===== config.mk =====
export PLATFORM = sky130hd
export DESIGN_NAME = ordered_queue_with_removal
export DESIGN_NICKNAME = d
export VERILOG_FILES = /design/src/rtl/oqr_pkg.sv /design/src/rtl/oqr_store.sv /design/src/rtl/ordered_queue_with_removal.sv
export SDC_FILE = /design/constraint.sdc
export NUM_CORES = 1
export LEC_CHECK = 0
export ABC_AREA = 0
export BUFFER_PORTS_ARGS = -buffer_cell sky130_fd_sc_hd__buf_4
export CORE_MARGIN = 2
export CORE_UTILIZATION = 50
export CTS_CLUSTER_SIZE = 24
export DETAILED_ROUTE_END_ITERATION = 16
export PLACE_DENSITY = 0.66
export SYNTH_ARGS = -nofsm -noshare
export SYNTH_HDL_FRONTEND = slang
export SYNTH_SLANG_ARGS = --single-unit

===== constraint.sdc =====
create_clock -name i_clk -period 11.4 [get_ports i_clk]
set_clock_uncertainty 0.1 [all_clocks]
set_input_delay 0.57 -clock i_clk [delete_from_list [all_inputs] [get_ports i_clk]]
set_output_delay 0.57 -clock i_clk [all_outputs]
set_load 0.005 [all_outputs]

===== src/rtl/oqr_pkg.sv =====
// Package with the beat types, request codes and sizing constants of the ordered queue.
package oqr_pkg;

    localparam int QueueDepthDefault = 16;
    localparam int TagWidthDefault   = 32;
    localparam int ItemWidth         = 32;
    localparam int CountWidth        = 5;

    typedef enum logic [2:0] {
        REQ_ADD  = 3'd0,
        REQ_DEL  = 3'd1,
        REQ_HAS  = 3'd2,
        REQ_HEAD = 3'd3,
        REQ_NEXT = 3'd4,
        REQ_ITEM = 3'd5
    } t_req;

    typedef struct packed {
        logic [2:0]           req_type;
        logic [ItemWidth-1:0] item_value;
    } t_in_beat;

    typedef struct packed {
        logic                  status;
        logic [ItemWidth-1:0]  item_out;
        logic                  present;
        logic [CountWidth-1:0] count;
    } t_out_beat;

endpackage


===== src/rtl/oqr_store.sv =====
// Entry memory of the ordered queue: one write port and one registered read port.
module oqr_store #(
    parameter int QUEUE_DEPTH = 16,
    parameter int TAG_WIDTH   = 32,
    parameter int AW          = (QUEUE_DEPTH > 1) ? $clog2(QUEUE_DEPTH) : 1
) (
    input  logic                 i_clk,
    input  logic                 i_wr_en,
    input  logic [AW-1:0]        i_wr_addr,
    input  logic [TAG_WIDTH-1:0] i_wr_data,
    input  logic [AW-1:0]        i_rd_addr,
    output logic [TAG_WIDTH-1:0] o_rd_data
);
    logic [TAG_WIDTH-1:0] r_mem [QUEUE_DEPTH];

    always_ff @(posedge i_clk) begin
        if (i_wr_en) begin
            r_mem[i_wr_addr] <= i_wr_data;
        end
        o_rd_data <= r_mem[i_rd_addr];
    end
endmodule


===== src/rtl/ordered_queue_with_removal.sv =====
// Top level of the ordered queue with delete by value and a cursor.
//
//  Channel | Direction | Signals                              | Beat
//  input   | in        | i_in_valid, o_in_stall, i_in_beat    | oqr_pkg::t_in_beat
//  output  | out       | o_out_valid, i_out_stall, o_out_beat | oqr_pkg::t_out_beat
//
// One request is handled at a time. Add, unknown requests and cursor requests that find no entry
// go straight to the result beat; head, next and item with an entry read the entry memory first.
// Has and delete walk the entry memory one entry after another, and a delete then moves each entry
// behind the match down by one place.
// Reset is synchronous and clears the count, cursor and control; entries are not cleared.
// A new request is taken only when the output register is empty or its beat leaves that cycle.
module ordered_queue_with_removal
    import oqr_pkg::t_in_beat, oqr_pkg::t_out_beat;
#(
    parameter int QUEUE_DEPTH = oqr_pkg::QueueDepthDefault,
    parameter int TAG_WIDTH   = oqr_pkg::TagWidthDefault
) (
    input  logic      i_clk,
    input  logic      i_rst_n,
    input  logic      i_in_valid,
    output logic      o_in_stall,
    input  t_in_beat  i_in_beat,
    output logic      o_out_valid,
    input  logic      i_out_stall,
    output t_out_beat o_out_beat
);
    import oqr_pkg::*;

    localparam int AW = (QUEUE_DEPTH > 1) ? $clog2(QUEUE_DEPTH) : 1;
    localparam int CW = $clog2(QUEUE_DEPTH + 1);
    localparam int IW = (TAG_WIDTH < ItemWidth) ? TAG_WIDTH : ItemWidth;

    typedef enum logic [2:0] {
        S_IDLE, S_SEARCH, S_SHIFT_RD, S_SHIFT_WR, S_CURRD, S_DONE
    } t_state;

    t_state               r_state;
    logic [2:0]           r_req;
    logic [TAG_WIDTH-1:0] r_tag;
    logic [CW-1:0]        r_count;
    logic [CW-1:0]        r_cur;
    logic                 r_cur_valid;
    logic [CW-1:0]        r_idx;
    logic                 r_rd_pending;
    logic                 r_out_valid;
    t_out_beat            r_out;

    logic                 w_wr_en;
    logic [AW-1:0]        w_wr_addr;
    logic [TAG_WIDTH-1:0] w_wr_data;
    logic [AW-1:0]        w_rd_addr;
    logic [TAG_WIDTH-1:0] w_rd_data;
    logic                 w_take;
    logic                 w_out_free;
    logic [TAG_WIDTH-1:0] w_in_tag;
    logic [ItemWidth-1:0] w_rd_item;
    logic [CW-1:0]        w_idx_p1;

    oqr_store #(.QUEUE_DEPTH(QUEUE_DEPTH), .TAG_WIDTH(TAG_WIDTH), .AW(AW)) u_store (
        .i_clk    (i_clk),
        .i_wr_en  (w_wr_en),
        .i_wr_addr(w_wr_addr),
        .i_wr_data(w_wr_data),
        .i_rd_addr(w_rd_addr),
        .o_rd_data(w_rd_data)
    );

    assign w_out_free  = !r_out_valid || !i_out_stall;
    assign o_in_stall  = (r_state != S_IDLE) || !w_out_free;
    assign w_take      = i_in_valid && !o_in_stall;
    assign o_out_valid = r_out_valid;
    assign o_out_beat  = r_out;
    assign w_in_tag    = TAG_WIDTH'(i_in_beat.item_value);
    assign w_rd_item   = ItemWidth'(w_rd_data[IW-1:0]);
    assign w_idx_p1    = r_idx + CW'(1);

    always_comb begin
        w_wr_en   = 1'b0;
        w_wr_addr = r_count[AW-1:0];
        w_wr_data = w_in_tag;
        w_rd_addr = r_idx[AW-1:0];
        if (r_state == S_IDLE && w_take && i_in_beat.req_type == REQ_ADD
                && w_in_tag != '0 && r_count < CW'(QUEUE_DEPTH)) begin
            w_wr_en = 1'b1;
        end
        if (r_state == S_SHIFT_RD) begin
            w_rd_addr = w_idx_p1[AW-1:0];
        end
        if (r_state == S_SHIFT_WR) begin
            w_wr_en   = 1'b1;
            w_wr_addr = r_idx[AW-1:0];
            w_wr_data = w_rd_data;
        end
        if (r_state == S_CURRD) begin
            w_rd_addr = r_cur[AW-1:0];
        end
    end

    always_ff @(posedge i_clk) begin
        if (!i_rst_n) begin
            r_state      <= S_IDLE;
            r_count      <= '0;
            r_cur        <= '0;
            r_cur_valid  <= 1'b0;
            r_out_valid  <= 1'b0;
            r_rd_pending <= 1'b0;
        end else begin
            if (r_out_valid && !i_out_stall && r_state != S_DONE) begin
                r_out_valid <= 1'b0;
            end
            case (r_state)
                S_IDLE: begin
                    if (w_take) begin
                        r_req         <= i_in_beat.req_type;
                        r_tag         <= w_in_tag;
                        r_idx         <= '0;
                        r_rd_pending  <= 1'b0;
                        r_out.status  <= 1'b0;
                        r_out.item_out <= '0;
                        r_out.present <= 1'b0;
                        r_out.count   <= CountWidth'(r_count);
                        r_state       <= S_DONE;
                        case (i_in_beat.req_type)
                            REQ_ADD: begin
                                if (w_in_tag == '0 || r_count >= CW'(QUEUE_DEPTH)) begin
                                    r_out.status <= 1'b1;
                                end else begin
                                    if (r_count == '0) begin
                                        r_cur       <= '0;
                                        r_cur_valid <= 1'b1;
                                    end
                                    r_count     <= r_count + CW'(1);
                                    r_out.count <= CountWidth'(r_count + CW'(1));
                                end
                            end
                            REQ_DEL, REQ_HAS: begin
                                if (w_in_tag == '0) begin
                                    r_out.status <= 1'b1;
                                end else if (r_count == '0) begin
                                    r_out.status <= (i_in_beat.req_type == REQ_DEL);
                                end else begin
                                    r_state <= S_SEARCH;
                                end
                            end
                            REQ_HEAD: begin
                                r_cur       <= '0;
                                r_cur_valid <= (r_count != '0);
                                if (r_count != '0) begin
                                    r_state <= S_CURRD;
                                end else begin
                                    r_out.status <= 1'b1;
                                end
                            end
                            REQ_NEXT: begin
                                if (r_cur_valid && (r_cur + CW'(1)) < r_count) begin
                                    r_cur   <= r_cur + CW'(1);
                                    r_state <= S_CURRD;
                                end else begin
                                    if (r_cur_valid) begin
                                        r_cur <= r_cur + CW'(1);
                                    end
                                    r_cur_valid  <= 1'b0;
                                    r_out.status <= 1'b1;
                                end
                            end
                            REQ_ITEM: begin
                                if (r_cur_valid && r_cur < r_count) begin
                                    r_state <= S_CURRD;
                                end else begin
                                    r_out.status <= 1'b1;
                                end
                            end
                            default: begin
                                r_out.status <= 1'b1;
                            end
                        endcase
                    end
                end
                S_SEARCH: begin
                    // Address r_idx was issued last cycle when r_rd_pending is set.
                    if (!r_rd_pending) begin
                        r_rd_pending <= 1'b1;
                    end else if (w_rd_data == r_tag) begin
                        r_rd_pending <= 1'b0;
                        if (r_req == REQ_HAS) begin
                            r_out.present <= 1'b1;
                            r_state       <= S_DONE;
                        end else begin
                            if (r_cur_valid) begin
                                if (r_cur > r_idx) begin
                                    r_cur <= r_cur - CW'(1);
                                    if ((r_cur - CW'(1)) >= (r_count - CW'(1))) begin
                                        r_cur_valid <= 1'b0;
                                    end
                                end else if (r_cur >= (r_count - CW'(1))) begin
                                    r_cur_valid <= 1'b0;
                                end
                            end
                            r_out.count <= CountWidth'(r_count - CW'(1));
                            if (w_idx_p1 < r_count) begin
                                r_state <= S_SHIFT_RD;
                            end else begin
                                r_count <= r_count - CW'(1);
                                r_state <= S_DONE;
                            end
                        end
                    end else if (w_idx_p1 < r_count) begin
                        r_idx        <= w_idx_p1;
                        r_rd_pending <= 1'b0;
                    end else begin
                        r_out.status <= (r_req == REQ_DEL);
                        r_state      <= S_DONE;
                    end
                end
                S_SHIFT_RD: begin
                    r_state <= S_SHIFT_WR;
                end
                S_SHIFT_WR: begin
                    r_idx <= w_idx_p1;
                    if ((w_idx_p1 + CW'(1)) < r_count) begin
                        r_state <= S_SHIFT_RD;
                    end else begin
                        r_count <= r_count - CW'(1);
                        r_state <= S_DONE;
                    end
                end
                S_CURRD: begin
                    if (r_rd_pending) begin
                        r_out.item_out <= w_rd_item;
                        r_rd_pending   <= 1'b0;
                        r_state        <= S_DONE;
                    end else begin
                        r_rd_pending <= 1'b1;
                    end
                end
                S_DONE: begin
                    if (w_out_free) begin
                        r_out_valid <= 1'b1;
                        r_state     <= S_IDLE;
                    end
                end
                default: begin
                    r_state <= S_IDLE;
                end
            endcase
        end
    end
endmodule


[After elaboration in Yosys (flattened, before gate mapping)]
Memories as Yosys holds them, arrays and structs flattened. A register that Yosys moved wholly into a read port is not among the register bits.
Index checks and enable logic that the tools add are counted.
Widths: inputs -> output; s select.
Storage, ports and cells
  register bits after elaboration: 95
  bits in writable memories: 512
  bits of input ports: 39
  output and inout port bits: 41
  logic and storage cells: 192
  memories kept: 1
Cells by class
  add/subtract/negate cells: 6
  magnitude comparators: 9
  equality and inequality tests: 33
  mux-type cells: 91
  reductions and logical operators: 39
Memory list
  u_store.r_mem: words 16, bits a word 32, rd ports 1, clocked after memory_dff 1, wr ports 1, RTL line oqr_store.sv:14  | logic [TAG_WIDTH-1:0] r_mem [QUEUE_DEPTH];
Operator list (count)
  $mux 5: 23
  $mux 32: 2
  $pmux 32 s2: 1
  $pmux 5 s3: 3
  $mux 39: 1
  $mux 1: 36
  $mux 3: 11
  $eq 32x32->1: 1
  $logic_not 32->1: 1
  $reduce_bool 32->1: 1
  $ne 2x2->1 const B: 13
  $reduce_and 6->1: 4
  $add 5x1->5 const B: 4
  $lt 5x5->1: 4
  $pmux 3 s6: 1
  $eq 3x2->1 const B: 5
  $eq 3x3->1 const B: 4
  $mux 4: 3
  $mux 6: 2
  $ne 3x3->1 const B: 4
  $pmux 3 s4: 1
  $pmux 6 s2: 1
  $reduce_and 11->1: 1
  $ge 5x5->1: 2
  other kinds (27): 49

[Longest topological paths before layout]
  depth after elaboration: 14
  depth in mapped cells: 13
  depth with buffers taken out: 13

[Cells and area by module]
A second synthesis with hierarchy kept.
Second synthesis, totals
  cells, all modules: 1400
  area, all modules: 25818.5 sq um
By module, submodules not included
  oqr_store: times used 1, cells each 838, area each 19835.3 sq um, sequential area each 16015.4 sq um
  ordered_queue_with_removal: times used 1, cells each 562, area each 5983.2 sq um, sequential area each 2692.6 sq um

[Worst setup path after synthesis]
OpenSTA, ideal clock, no wires.
  path kind: input-to-reg
  from: in i_in_beat[33] (netlist name)
  to: mem u_store.r_mem[11][0], enable pin
  setup time: 0.421 ns
  data arrival time: 3.375 ns
  data required time: 10.879 ns
  path slack: 7.504 ns
  stages: 7
  buffers on the path: 2
  cell sequence: clkbuf_1 -> or4_1 -> nor2_1 -> clkbuf_1 -> a32o_1 -> nand2_1 -> nor2_1
Between the ends
  cells in the longest elaborated chain, start to end: 8
RTL lines
  from (decl): RTL line ordered_queue_with_removal.sv:23  | input t_in_beat i_in_beat,
  $logic_not 3->1: RTL line ordered_queue_with_removal.sv:83  | if (r_state == S_IDLE && w_take && i_in_beat.req_type == REQ_ADD
  $logic_and 1x1->1: RTL line ordered_queue_with_removal.sv:83
  $logic_and 1x1->1 (2 in a row): RTL line ordered_queue_with_removal.sv:84  | && w_in_tag != '0 && r_count < CW'(QUEUE_DEPTH)) begin
  $mux 1: RTL line ordered_queue_with_removal.sv:83
  $mux 1: RTL line ordered_queue_with_removal.sv:90  | if (r_state == S_SHIFT_WR) begin
  $mux 1: RTL line oqr_store.sv:17  | if (i_wr_en) begin
  $mux 1 (implied by the code): RTL line oqr_store.sv:18  | r_mem[i_wr_addr] <= i_wr_data;
  to (decl): RTL line oqr_store.sv:14
Every way passes these cells.

[Worst setup path in the final report]
  from: reg r_state[0]
  to: mem u_store.r_mem[2][8], enable pin
Between the ends
  cells in the longest elaborated chain, start to end: 12
  elaborated cells on any way between the ends: 15
  those cells by class: eq/ne: 1; mux: 5; reduce/logical: 9
RTL lines
  from (decl): RTL line ordered_queue_with_removal.sv:38  | t_state r_state;
  from (signal assigned): RTL line ordered_queue_with_removal.sv:102  | r_state <= S_IDLE;
  from (signal assigned): RTL line ordered_queue_with_removal.sv:123  | r_state <= S_DONE;
  from (signal assigned): RTL line ordered_queue_with_removal.sv:143  | r_state <= S_SEARCH;
  $reduce_bool 3->1: RTL line ordered_queue_with_removal.sv:70  | assign o_in_stall = (r_state != S_IDLE) || !w_out_free;
  $logic_or 1x1->1: RTL line ordered_queue_with_removal.sv:70
  $logic_not 1->1: RTL line ordered_queue_with_removal.sv:71  | assign w_take = i_in_valid && !o_in_stall;
  $logic_and 1x1->1: RTL line ordered_queue_with_removal.sv:71
  $logic_and 1x1->1 (2 in a row): RTL line ordered_queue_with_removal.sv:83
  $logic_and 1x1->1 (2 in a row): RTL line ordered_queue_with_removal.sv:84
  $mux 1: RTL line ordered_queue_with_removal.sv:83
  $mux 1: RTL line ordered_queue_with_removal.sv:90
  $mux 1: RTL line oqr_store.sv:17
  $mux 1 (implied by the code): RTL line oqr_store.sv:18
Parallel ways exist; a longest one is shown, timed or not.

==> impl_metrics.ini <==
[worst_setup_path]
path_cells = nand2b_1, nor2_4, buf_4, nor2_1, a21oi_1, nand2_1, nor2_4, buf_4
crit_fanout = 21
critical_path_class = reg -> reg
critPathTopFamily = simple AND/OR/NAND/NOR gates
cp.required_ns = 11.56
crit_path_start_kind = register
max_stage_delay_ns = 0.72
crit_arrival_ns = 4.58
cp-end-kind = register
path_buf_inv = 2
critPathSlowestCell = dfxtp_1

[sta]
drv_slew = 0
hold_ws_ns = 0.0628
min_period_over_period_pct = 38.8
period_minus_slack_ns = 4.42
hold_viol_final = 0
slew_headroom_pct = 15.4
worstMarginPinSlew_ns = 1.27
max_freq_mhz = 226
setup_viol = 0
tns_ns = 0
rsz0062_at_grt = false

[min_path]
hold_class = in -> reg

[global_route]
grt_start_max_net_pins = 199
antenna_found_initial = 1
grt_pass1_vias = 16200
overflow = 0
grt_pass1_wl_um = 101000
grtUsageTotal_pct = 25.0

[floorplan]
coreArea_um2 = 52300
pin_count = 80
start_util_pct = 50.3
die_w_um = 233
die_area_um2 = 54500
die_h_um = 233
rows = 84

[drt]
firstDrtPassIters = 5
drt.antenna.violating_nets = 0
route.detailed.drc = 0
num_vias = 16600
wl_um = 67600
drt-vias-per-instance = 5.96
post_drt_wl_per_cell_um = 24.2
drtIter0Drc = 1892

[yosys]
synth_edf_count = 591
syn_avg_cell_area_um2 = 13.2
ys.flop_type = edfxtp_1
synth.most_common_cell = edfxtp_1
synth_top_area_cell = edfxtp_1
synth_area_leaders = edfxtp_1, nand2_1, dfxtp_1, mux2i_1, a32oi_1
synthTopCellsByCount = edfxtp_1, nand2_1, a21oi_1
synthDistinctLibCells = 65
ys_seq_area_share_pct = 71.1
ys_async_sr_fraction_pct = 0
synthesis.nets = 2068
synth_cells = 1989
synth_seq_cells = 639
synth_top_area_share_pct = 67.5
yosys_warnings = 0
netlist_area_um2 = 26300

[cells_and_area]
n_antenna_cell = 0
multi_input_area_um2 = 7230
nNetsFinal = 2124
post_route_cells_drive_above_1_share_pct = 11.5
seq_area_um2 = 18700
final_util_pct = 57.0
syn_to_final_growth_pct = 13.5
nFillCells = 4134

[flow_run]
cap_violations = 0

[clock_network]
cts_resized = 0
numCtsBuffers = 67
ctsHoldBuffers = 0
cts_tree = built
htree_levels = 3
path_clk_slew_ns = 0.06
post_cts_buffers = 0
cts_sinks = 639
clk_latency_ns = 0.60
cts.path.max_buffers = 3
clockRootBuffer = clkbuf_16

[pwr]
power.density_nw_per_um2 = 242
pwr-share-clk_pct = 29.8
combPwrFrac_pct = 30.5
power_switching_mw = 2.50
totalPowerFinal_mw = 7.22
p_seq_share_pct = 39.7
internal_power_mw = 4.71
p_leak_nw = 10.4
ir_drop_mv = 0.243
switching_share_pct = 34.7

[placed_design]
dp_hpwl_um = 39800
port_buffers = 79
place.gp.congestion = 0.864

[status]
status = complete, no violations
## cell usage in the layout (no fill, tap or decap), types with 4 or more instances in the layout
master,netlist,layout
edfxtp_1,591,591
nand2_1,465,464
buf_4,4,102
a21oi_1,95,95
nand3_1,84,84
clkbuf_16,0,69
mux2i_1,67,67
a32oi_1,64,64
dfxtp_1,48,48
a31oi_1,42,42
ha_1,40,40
xor2_1,36,36
nand4_1,36,36
and2_1,35,35
a22o_1,32,32
nor2_1,47,28
inv_1,25,25
o21ai_0,23,23
nor4_1,19,19
nor2_4,0,18
nor3_1,18,16
clkbuf_1,77,16
xnor2_1,13,13
clkinv_1,0,13
nor2b_1,7,7
inv_6,0,7
clkinv_2,0,7
a21o_1,6,6
nand2b_1,5,5
bufinv_16,0,5
and3_1,6,4
o21ai_1,4,4
o21a_1,4,4
## cell families (layout without fill, tap and decap cells)
| logic type | after synthesis | count (layout) | synth area share [%] |
|---|---|---|---|
| mux | 67 | 67 | 2.55 |
| fa+ha+maj | 40 | 40 | 1.90 |
| flops | 639 | 639 | 71.1 |
| simple gates | 739 | 739 | 12.4 |
| xor+xnor | 49 | 49 | 1.63 |
| compound gates | 312 | 312 | 8.23 |
| buf+inv | 143 | 253 | 2.20 |
## layout make-up
cell class	instances	share of cell area [%]
clock inverter	35	1.11
timing repair buffer	103	2.63
sequential	639	62.7
tap	688	2.88
inverter	27	0.340
clock buffer	88	6.12
multi-input combinational	1207	24.2
## sequential cells by signal, summed over array words and instances, names as in the netlist, 3 cells and up
name and flops:
u_store.r_mem 512, o_out_beat 39, r_tag 32, u_store.o_rd_data 32, r_count 5, r_cur 5, r_idx 5, r_req 3
r_state 3
## path summary, 6_finish.rpt
check                      startpoint  slack (ns)  depth (start not counted)                             to
max           r_state[0]$_SDFFE_PN0P_        6.98                          8  u_store.r_mem[2][8]$_DFFE_PP_
min                     i_in_beat[17]        0.06                          1            r_tag[17]$_DFFE_PP_
max reg2reg   r_state[0]$_SDFFE_PN0P_        6.98                          8  u_store.r_mem[2][8]$_DFFE_PP_
min reg2reg  r_cur_valid$_SDFFE_PN0P_        0.43                          2       r_cur_valid$_SDFFE_PN0P_
## metrics by stage
step	instance area, um2	cells	setup WS (ns)
2_1_floorplan	26300	1989	7.50
4_1_cts	29800	2787	7.06
3_3_place_gp	27700	2664	6.81
3_5_place_dp	27700	2664	6.81
6_report	29800	2787	6.98
5_1_grt	29800	2787	6.76
## power by group through the flow
stage / combinational (mW) / sequential (mW) / clock (mW)
after floorplan: 1.48 / 2.85 / 0
after global placement: 2.14 / 2.91 / 0
after detailed placement: 2.18 / 2.91 / 0
after CTS: 2.19 / 2.86 / 2.17
after global routing: 2.39 / 2.88 / 2.26
final: 2.20 / 2.87 / 2.15
## metal layers
layer,wire length [um],GRT usage (%),up-vias
met1,29500,35.2,8288
li1,-,-,7543
met4,1860,8.25,0
met5,0,0,-
met3,4390,3.82,120
met2,31900,39.9,653
Power figures use the tool's default switching activity.
